<file path="src/design/pgva_pkg.sv">
// ----------------------------------------------------------------------------
// pgva_pkg
// Types and constants shared by the void area controller and datapath.
// ----------------------------------------------------------------------------
package pgva_pkg;

    localparam int COORD_W = 24;
    localparam int TOTAL_W = 34;
    localparam int AREA_W  = 48;
    localparam int COUNT_W = 21;
    localparam int IDX_W   = 3;

    localparam logic [COORD_W-1:0] ONE_Q16 = 24'h010000;
    localparam logic [COORD_W-1:0] TWO_Q16 = 24'h020000;

    localparam logic [AREA_W-1:0]  POS_MAX   = 48'h7FFF_FFFF_FFFF;
    localparam logic [AREA_W-1:0]  NEG_MIN   = 48'h8000_0000_0000;
    localparam logic [COUNT_W-1:0] COUNT_MAX = 21'h1F_FFFF;
    localparam logic [TOTAL_W-1:0] TOTAL_MAX = 34'h3_FFFF_FFFF;

    localparam logic [COORD_W-1:0] CUTOFF_RST  = 24'd98304;
    localparam logic [COORD_W-1:0] SPACING_RST = 24'd3277;

    localparam logic [IDX_W-1:0] REG_MODE    = 3'd0;
    localparam logic [IDX_W-1:0] REG_CUTOFF  = 3'd1;
    localparam logic [IDX_W-1:0] REG_SPACING = 3'd2;
    localparam logic [IDX_W-1:0] REG_WIDTH_X = 3'd3;
    localparam logic [IDX_W-1:0] REG_WIDTH_Y = 3'd4;

    typedef enum logic [3:0] {
        S_IDLE,
        S_DIVX_INIT,
        S_DIVX,
        S_DIVY_INIT,
        S_DIVY,
        S_GRID,
        S_PROBE,
        S_DIFF,
        S_SQ,
        S_CMP,
        S_ADV,
        S_M1_MUL,
        S_M1_SUB,
        S_DONE
    } t_state;

    typedef struct packed {
        logic load;
        logic begin_pop;
        logic div_start;
        logic div_sel;
        logic div_step;
        logic grid_init;
        logic mem_rd;
        logic diff;
        logic sq;
        logic next_k;
        logic mark_uncov;
        logic next_probe;
        logic m1_mul;
        logic m1_sub;
        logic emit;
    } t_cmd;

    typedef struct packed {
        logic div_last;
        logic grid_empty;
        logic k_end;
        logic covered;
        logic last_probe;
        logic mode;
    } t_stat;

endpackage

</file>
<file path="src/design/pgva_ctrl.sv">
// ----------------------------------------------------------------------------
// pgva_ctrl
// Sequencer for loading, grid size division, probe walk and area mode.
// ----------------------------------------------------------------------------
module pgva_ctrl
    import pgva_pkg::*;
(
    input  logic  i_clk,
    input  logic  i_rst_n,
    input  logic  i_start,
    input  logic  i_final_cell,
    input  t_stat i_stat,
    output t_cmd  o_cmd,
    output logic  o_busy
);

    t_state r_state;
    t_state n_state;

    always_ff @(posedge i_clk) begin
        if (!i_rst_n) begin
            r_state <= S_IDLE;
        end else begin
            r_state <= n_state;
        end
    end

    always_comb begin
        n_state = r_state;
        case (r_state)
            S_IDLE: begin
                if (i_start && i_final_cell) begin
                    n_state = i_stat.mode ? S_M1_MUL : S_DIVX_INIT;
                end
            end
            S_DIVX_INIT: n_state = S_DIVX;
            S_DIVX:      if (i_stat.div_last) n_state = S_DIVY_INIT;
            S_DIVY_INIT: n_state = S_DIVY;
            S_DIVY:      if (i_stat.div_last) n_state = S_GRID;
            S_GRID:      n_state = i_stat.grid_empty ? S_DONE : S_PROBE;
            S_PROBE:     n_state = i_stat.k_end ? S_ADV : S_DIFF;
            S_DIFF:      n_state = S_SQ;
            S_SQ:        n_state = S_CMP;
            S_CMP:       n_state = i_stat.covered ? S_ADV : S_PROBE;
            S_ADV:       n_state = i_stat.last_probe ? S_DONE : S_PROBE;
            S_M1_MUL:    n_state = S_M1_SUB;
            S_M1_SUB:    n_state = S_DONE;
            S_DONE:      n_state = S_IDLE;
            default:     n_state = S_IDLE;
        endcase
    end

    always_comb begin
        o_cmd  = '0;
        o_busy = (r_state != S_IDLE);
        case (r_state)
            S_IDLE: begin
                o_cmd.load      = i_start;
                o_cmd.begin_pop = i_start && i_final_cell;
            end
            S_DIVX_INIT: o_cmd.div_start = 1'b1;
            S_DIVX:      o_cmd.div_step = 1'b1;
            S_DIVY_INIT: begin
                o_cmd.div_start = 1'b1;
                o_cmd.div_sel   = 1'b1;
            end
            S_DIVY:      o_cmd.div_step = 1'b1;
            S_GRID:      o_cmd.grid_init = 1'b1;
            S_PROBE: begin
                // With every stored centre checked, the probe is uncovered.
                o_cmd.mark_uncov = i_stat.k_end;
                o_cmd.mem_rd     = !i_stat.k_end;
            end
            S_DIFF:      o_cmd.diff = 1'b1;
            S_SQ:        o_cmd.sq = 1'b1;
            S_CMP:       o_cmd.next_k = !i_stat.covered;
            S_ADV:       o_cmd.next_probe = !i_stat.last_probe;
            S_M1_MUL:    o_cmd.m1_mul = 1'b1;
            S_M1_SUB:    o_cmd.m1_sub = 1'b1;
            S_DONE:      o_cmd.emit = 1'b1;
            default:     o_cmd = '0;
        endcase
    end

endmodule

</file>
<file path="config.mk">
export PLATFORM = sky130hd
export DESIGN_NAME = pgva_ctrl
export DESIGN_NICKNAME = d
export VERILOG_FILES = /design/src/design/pgva_pkg.sv /design/src/design/pgva_ctrl.sv
export SDC_FILE = /design/constraint.sdc
export NUM_CORES = 1
export LEC_CHECK = 0
export ABC_AREA = 1
export BUFFER_PORTS_ARGS = -buffer_cell sky130_fd_sc_hd__buf_4
export CAP_MARGIN = 20
export CORE_AREA = 2 2 39 41
export CTS_CLUSTER_DIAMETER = 80
export CTS_CLUSTER_SIZE = 28
export DETAILED_ROUTE_END_ITERATION = 8
export DIE_AREA = 0 0 41 43
export SETUP_SLACK_MARGIN = 0.15
export SLEW_MARGIN = 30
export SYNTH_ARGS = -nofsm -noshare
export SYNTH_HDL_FRONTEND = slang
export SYNTH_SLANG_ARGS = --single-unit
export TNS_END_PERCENT = 50
</file>
<file path="constraint.sdc">
create_clock -name i_clk -period 1.5 [get_ports i_clk]
set_input_delay 0.15 -clock i_clk [delete_from_list [all_inputs] [get_ports i_clk]]
set_output_delay 0.15 -clock i_clk [all_outputs]
set_load 0.005 [all_outputs]
</file>
==> results.md, run 1 <==
* Critical path type: reg -> out
* Post-synth EDFFs at 0
* Clock latency on the worst-skew pair at 0.24 ns
* Initial core utilization at 0.328
* Antenna violations before repair at 0
* DRT Pass-1 Iters at 4
* DRT iter0 DRCs at 3
* Hold Path Class: in -> reg
* Global route overflow at 0
* Die Ht at around 43 um
* WL/cell at approximately 10 um
* Htree depth at 1
* PortBufs at 25
* Share of the synthesized area in the top cell type at 0.256
* Slew @ Worst Pin at 0.229 ns
* Asr flop ratio synth at 0
* RR Endpoint: r_state[3]
* Reg2Reg Setup Slack at 0.28 ns
* CTS Buf Count at 3
* WHS Path Cells at 3
* Final Cell Area at around 760 sq um
* Yosys warns at 0
* Synth top cells by count: 31 x nand2_1, 23 x nor2_1, 15 x inv_1, 5 x nand3_1, 4 x dfxtp_1
* Core area at between 1000 and 1500 sq um
* Nets at around 130
* Reg2reg path depth at 9
* Sequential area share after synthesis at 0.176
* Worst path required time at ~1.4 ns
* Die width at just over 40 um
* Finish-stage setup viols at 0
* Avg Inst Size Synth at 4.99 sq um
* Status: completed
* CTS sink cnt at 4
* RSZ-0062 raised after global routing: true
* Largest net degree at the start of global routing at 7
* Mapped Area at between 400 and 500 sq um
* Reg2reg start: r_state[0]
* Max cap viols at 0
* Placed Area at 662 sq um
* DP HPWL at approximately 1100 um
* Final setup TNS at 0 ns
* PD cells at about 1600 nW/um^2
* Leak Pwr at 0.429 nW
* Max Fanout on Critical Path at 6
* First-pass GRT wire length at around 2100 um
* Clock period minus worst slack at between 1 and 1.5 ns
* Max frequency at about 740 MHz
* Area grow syn2layout at 68.3%
* Layout cells sized above 1 at 0.451
* Largest Register: r_state
* # rows at 14
* Slew Limit Fails at 0
* Average vias per placed instance at ~4.6
* Total die area at ~1800 sq um
* # diodes at 0
* Largest register FFs at 4
* Most frequently used flop master after synthesis: dfxtp_1
* #FFs+latches synth at 4
* Routed vias at 630
* Main area contributors after synthesis: nand2_1 26%, nor2_1 19%, dfxtp_1 18%, inv_1 12%, nand3_1 5.5%
* Post-synth top area cell: nand2_1
* CTS tree: yes
* Vias in the first global route at 547
* CTS clk-pin slew, worst paths at about 0.04 ns
* Layout Skew at about 0.0025 ns
* Final period util at 0.896
* CP startpoint kind: flop
* Synth cell types at 15
* DRC at 0
* Mapped Cells at 91
* Top Ports at 26
* Slew headroom at 0.846
* Top Registers: r_state: 4 flops
* Overall routing resource usage at 0.177
* Crit path DAT at 1.19 ns
* Hold_sp: i_rst_n
* Hold path endpoint: r_state[1]
* Final wirelength at 1400 um
* Most frequent cell after synthesis: nand2_1
* Syn Nets at 101
* Max Buffers Root-to-Sink at 2
* Worst vdd ir at 890 uV
* CTS root buf: clkbuf_4
* Final hold violation count at 0
* Gpl congestion at between 0.7 and 0.8
* Post-route ant nets at 0
* Crit end category: output port
==> worst max-delay path: stages, from the launching register on <==
cell	delay [ns]
dfxtp_4	0.38
inv_4	0.05
nor2_4	0.18
nand2_2	0.10
nor2_4	0.13
buf_4	0.12
==> repair_timing <==
item,in CTS,in global routing
resized for setup,5,18
hold buffers,0,0
pin swaps,0,4
endpoints found under the setup margin,9,9
buffers inserted,0,3
==> worst max path at each step <==
stage                           from          to  slack, ns  cells after the start
after floorplan           r_state[0]  r_state[3]       0.38                      9
final                     r_state[1]    o_cmd[8]       0.16                      5
after global routing      r_state[1]    o_cmd[8]       0.11                      5
after CTS                 r_state[1]    o_cmd[8]       0.13                      5
after global placement    r_state[0]  r_state[3]       0.16                      9
after detailed placement  r_state[0]  r_state[3]       0.20                      9
==> cells by family (layout without fill, tap and decap cells) <==
group | count (synthesis) | count (layout) | synth area share
AOI/OAI and AO/OA | 4 | 4 | 0.0661
buffers and inverters | 16 | 47 | 0.132
DFF | 4 | 4 | 0.176
and+or+nand+nor | 67 | 67 | 0.625
==> through the flow <==
stage	total power [W]	instances	setup WS (ns)	hold slack, ns	util
2_1_floorplan	0.000684	91	0.378	0.326	-
3_3_place_gp	0.000961	132	0.157	0.437	0.478
3_5_place_dp	0.000949	132	0.197	0.440	0.478
4_1_cts	0.00111	135	0.133	0.190	0.500
5_1_grt	0.00135	138	0.107	0.184	0.552
6_report	0.00123	138	0.156	0.194	0.552
==> where the power goes <==
group	switching, W	total, W	internal, W
registers	0.0000978	0.000267	0.000170
clock network	0.0000450	0.000135	0.0000895
logic	0.000475	0.000833	0.000358
total	0.000618	0.00123	0.000617
==> final cells by class <==
type | count | area, sq um
Timing Repair Buffer | 28 | 210
Fill cell | 155 | 619
Tap cell | 16 | 20.0
Multi-Input combinational cell | 71 | 357
Clock buffer | 3 | 22.5
Sequential cell | 4 | 92.6
Inverter | 16 | 62.6
==> placed cells by master (no fill, tap or decap), drive strengths merged <==
cell / Yosys / final
a21oi: 2 / 2
buf: 0 / 28
clkbuf: 0 / 3
dfxtp: 4 / 4
inv: 16 / 16
nand2: 32 / 32
nand3: 5 / 5
nor2: 27 / 27
nor3: 3 / 3
o211ai: 1 / 1
o21ai: 1 / 1
==> layer usage <==
layer,part of all wire,track usage
met4,0.0071,0.0600
met2,0.52,0.253
met5,0,0
met1,0.44,0.230
met3,0.040,0.0785
No activity file was read; power rests on OpenSTA's default activity.
==> inputs of run 2 (changes only) <==
CORE_AREA = default   (was 2 2 39 41)
CORE_UTILIZATION = 23   (was default)
DIE_AREA = default   (was 0 0 41 43)
==> results.md, run 2 (same netlist as run 1, synthesis figures left out) <==
* Status: completed
* RSZ-0062 raised after global routing: true
* Clock latency on the worst-skew pair at between 0.2 and 0.25 ns
* Max cap viols at 0
* Post-route ant nets at 0
* Gate power share at 0.681
* Hold_buf cts at 0
* Leak Pwr at between 0.4 and 0.5 nW
* DRT Pass-1 Iters at 4
* Slowest Stage Delay on Critical Path at ~0.37 ns
* Max Buffers Root-to-Sink at 2
* CTS Buf Count at 3
* CTS clk-pin slew, worst paths at about 0.04 ns
* CP startpoint kind: flop
* Gpl congestion at approximately 0.91
* Core area at 1780 sq um
* GRT met1 Usage at 0.148
* Worst path required time at ~1.4 ns
* CP bufs+invs at 2
* P_int at 0.000616 W
* Top Registers: r_state: 4 flops
* DRT iter0 DRCs at 10
* Leading cell types in the layout, fill and taps excluded: 29 x nand2_1, 28 x buf_4, 18 x nor2_1
* WL/cell at 9.32 um
* PortBufs at 25
* Overall routing resource usage at 0.139
* Switching share of power at 0.488
* Area grow syn2layout at 65.8%
* Delay-heaviest family, CP: flip-flops
* Worst vdd ir at between 500 and 600 uV
* Max Fanout on Critical Path at 6
* DRC at 0
* Slew @ Worst Pin at 0.250 ns
* # diodes at 0
* Final period util at 0.875
* Final wirelength at between 1000 and 1500 um
* Global route overflow at 0
* Max frequency at roughly 760 MHz
* CTS sink cnt at 4
* Largest net degree at the start of global routing at 7
* Top Ports at 26
* Antenna violations before repair at 0
* First-pass GRT wire length at a little over 2000 um
* Largest register FFs at 4
* Hold Path Class: in -> reg
* # rows at 15
* PD cells at 1600 nW/um^2
* Power share of the clock group at 0.106
* Routing usage on met3 at 0.0471
* Met2 Use GR at 0.228
* Crit end category: output port
* DP HPWL at about 1100 um
* Total die area at approximately 2200 sq um
* Hold_ws at between 0.2 and 0.25 ns
* Finish-stage setup viols at 0
* Final hold violation count at 0
* Clock period minus worst slack at around 1.3 ns
* Overall Power at around 0.0012 W
* Slew Limit Fails at 0
* Switching power total at slightly below 0.0006 W
* Largest Register: r_state
* CTS tree: yes
* Most common cell after layout, fill and taps aside: nand2_1
* Slew headroom at 0.832
* # fillers at slightly below 200
* Routed vias at approximately 630
* Sequential share of power at 0.213
* Die Ht at 46.4 um
* Vias in the first global route at just over 500
* Initial core utilization at 0.255
* Top Usage Layer GRT: met2
* Layout cells sized above 1 at 0.434
* Layout Skew at between 0.002 and 0.0025 ns
* Critical path type: reg -> out
* Final setup TNS at 0 ns
* Worst-path cell chain: inv_2 > nor2_4 > nand2_1 > nor2_2 > buf_4
* Nets at ~130
* CTS root buf: clkbuf_4
* Crit path DAT at 1.16 ns
* Die width at around 46 um
* Slowest CP cell: dfxtp_4
* Average vias per placed instance at 4.31
* Htree depth at 1
run 2: final timing paths:
check | start | end | slack [ns] | depth (start not counted)
min | i_rst_n | r_state[1] | 0.21 | 3
min reg2reg | r_state[3] | r_state[1] | 0.68 | 3
max | r_state[1] | o_cmd[8] | 0.19 | 5
max reg2reg | r_state[1] | r_state[0] | 0.24 | 8
run 2: cell type report:
class	count	area (sq um)	area share
clock buffers	3	22.5	0.0299
inverters	16	60.1	0.0797
multi-input cells	71	337	0.447
flip-flops and latches	4	92.6	0.123
well taps	25	31.3	0.0415
repair buffers	28	210	0.279
run 2: worst reg2reg max path: cells and delay by family, from the launching register on:
kind          cells  cell delay (ns)
flops             1             0.35
simple gates      5             0.54
buf+inv           3             0.29
run 2: per-layer routing:
layer / routed length (um) / vias to the layer above
li1: - / 340
met2: 658 / 22
met4: 23 / 0
met5: 0 / -
met3: 88 / 2
met1: 599 / 270
run 2: power by group through the flow:
stage	Sequential (W)	Clock, W	Combinational (W)
after floorplan	0.000198	0	0.000486
after global placement	0.000210	0	0.000740
after detailed placement	0.000213	0	0.000739
after CTS	0.000222	0.000134	0.000747
after global routing	0.000260	0.000142	0.000913
final	0.000257	0.000127	0.000818
run 2: per-stage QoR:
step / worst slack [ns] / area (sq um) / cells / util
global placement: 0.184 / 673 / 141 / 0.378
floorplan: 0.378 / 454 / 91 / -
global route: 0.117 / 753 / 147 / 0.422
detailed placement: 0.195 / 673 / 141 / 0.378
finish: 0.188 / 753 / 147 / 0.422
CTS: 0.136 / 704 / 144 / 0.395
run 2: what timing repair did:
| action | 4_1_cts | 5_1_grt |
|---|---|---|
| setup endpoints to repair | 6 | 11 |
| pin swaps | 0 | 2 |
| setup buffers | 0 | 3 |
| resized for setup | 5 | 12 |
==> inputs of run 3 (changes only) <==
clock period = 1.4 ns   (was 1.5 ns; I/O delays follow)
==> results.md, run 3 (same netlist as run 1, synthesis figures left out) <==
* Status: completed
* Gpl congestion at 0.870
* PD cells at 1700 nW/um^2
* CP Depth at 6
* Hold_buf cts at 0
* Final hold violation count at 0
* Post-route ant nets at 0
* Clock latency on the worst-skew pair at about 0.24 ns
* Worst vdd ir at 615 uV
* Worst-path cell chain: inv_4 > nor2_4 > buf_6 > nand2_1 > nand2_1 > buf_4
* Gate power share at 0.696
* DRC at 0
* Reg2Reg Setup Slack at between 0.2 and 0.25 ns
* # diodes at 0
* Vias in the first global route at about 570
* Reg2reg path depth at 10
* Slew Limit Fails at 0
* RSZ-0062 raised after global routing: true
* Power share of the clock group at 0.099
* Area grow syn2layout at 89.3%
* Most common cell on crit path: nand2_1
* Max cap viols at 0
* Slowest CP cell: dfxtp_4
* Worst path required time at between 1 and 1.5 ns
* Die Ht at 46.4 um
* Nets at ~140
* Initial core utilization at 0.255
* PortBufs at 25
* WL/cell at approximately 9.6 um
* Crit end category: output port
* Final period util at 0.895
* Sequential cell area at between 90 and 100 sq um
* Global route overflow at 0
* Average vias per placed instance at ~4.4
* Final wirelength at roughly 1500 um
* Slew headroom at 0.852
* DP HPWL at about 1100 um
* Switching share of power at 0.486
* Overall Power at around 0.0015 W
* Layout cells sized above 1 at 0.527
* # rows at 15
* P_int at around 0.00075 W
* CP startpoint: r_state[2]
* Top Registers: r_state: 4 flops
* Antenna violations before repair at 0
* Overall routing resource usage at 0.153
* Area of the multi-input gates at around 370 sq um
* DRT Pass-1 Iters at 4
* Max frequency at between 700 and 800 MHz
* Layout Skew at 0.000478 ns
* Worst setup path end: o_cmd[10]
* Crit path DAT at 1.11 ns
* Leak Pwr at ~0.47 nW
* Routed vias at 671
* Sequential share of power at 0.205
* Finish-stage setup viols at 0
* Hold Path Class: in -> reg
* Die width at between 40 and 50 um
* Most common cell after layout, fill and taps aside: buf_4
* CTS clk-pin slew, worst paths at about 0.04 ns
* Leading cell types in the layout, fill and taps excluded: 32 x buf_4, 24 x nand2_1, 16 x nor2_1
* Clock period minus worst slack at 1.25 ns
* Top Ports at 26
* Placed insts at about 140
* Core area at between 1500 and 2000 sq um
* CTS Buf Count at 3
* First-pass GRT wire length at around 2200 um
* Largest net degree at the start of global routing at 7
* CTS tree: yes
* Max Buffers Root-to-Sink at 2
* CTS root buf: clkbuf_4
* Largest register FFs at 4
* Total die area at approximately 2200 sq um
* Max Fanout on Critical Path at 4
* CTS sink cnt at 4
* Largest Register: r_state
* Switching power total at ~0.00071 W
* Final setup TNS at 0 ns
* DRT iter0 DRCs at 7
* Delay-heaviest family, CP: flip-flops
* Critical path type: reg -> out
* CP bufs+invs at 3
* RR Endpoint: r_state[3]
* Slew @ Worst Pin at 0.221 ns
* Htree depth at 1
* # fillers at about 180
* Final Instance Count excl. Fillers at between 150 and 200
* Reg2reg start: r_state[3]
* CP startpoint kind: flop
* Slowest Stage Delay on Critical Path at 0.39 ns
==> run 3: through the flow <==
step,worst slack (ns),util,hold slack [ns],cell area [sq um]
2_1_floorplan,0.278,-,0.306,454
4_1_cts,0.0856,0.434,0.189,773
3_5_place_dp,0.116,0.378,0.438,673
3_3_place_gp,0.0808,0.378,0.432,673
5_1_grt,0.0796,0.482,0.199,860
6_report,0.146,0.482,0.189,860
==> run 3: area by class of cell <==
type | count | area share
inverters | 16 | 0.0786
repair buffers | 35 | 0.319
clock buffers | 3 | 0.0262
flip-flops and latches | 4 | 0.111
multi-input cells | 71 | 0.429
well taps | 25 | 0.0364
==> run 3: worst min-delay path by stage <==
stage / endpoint / start / cells past startpoint
final: r_state[1] / i_rst_n / 3
after detailed placement: r_state[1] / i_rst_n / 3
after floorplan: o_cmd[3] / i_stat[1] / 1
after CTS: r_state[1] / i_rst_n / 3
after global placement: r_state[3] / i_rst_n / 3
after global routing: r_state[3] / i_rst_n / 3
==> run 3: repair_timing <==
action                     4_1_cts  5_1_grt
pin swaps                        5        9
setup endpoints to repair       13       18
setup buffers                    7        3
resized for setup               12       23
==> run 3: worst register-to-register path: cells and delay by family (launching register included) <==
family,cells,cell delay [ns]
buffers and inverters,2,0.17
flip-flops,1,0.41
AND/OR/NAND/NOR,8,0.48
==> run 3: per-layer routing <==
layer  vias up  share of wire  track usage
met2        22           0.52        0.264
met3         6          0.045       0.0392
met5         -              0            0
met4         0          0.042        0.124
li1        353              -            -
met1       290           0.39        0.152
==> run 3: power groups by stage <==
stage | Clock (W) | Sequential (W) | Combinational [W]
after CTS | 0.000153 | 0.000249 | 0.000892
after global routing | 0.000165 | 0.000308 | 0.00113
final | 0.000145 | 0.000300 | 0.00102
after floorplan | 0 | 0.000212 | 0.000521
after detailed placement | 0 | 0.000226 | 0.000788
after global placement | 0 | 0.000227 | 0.000790
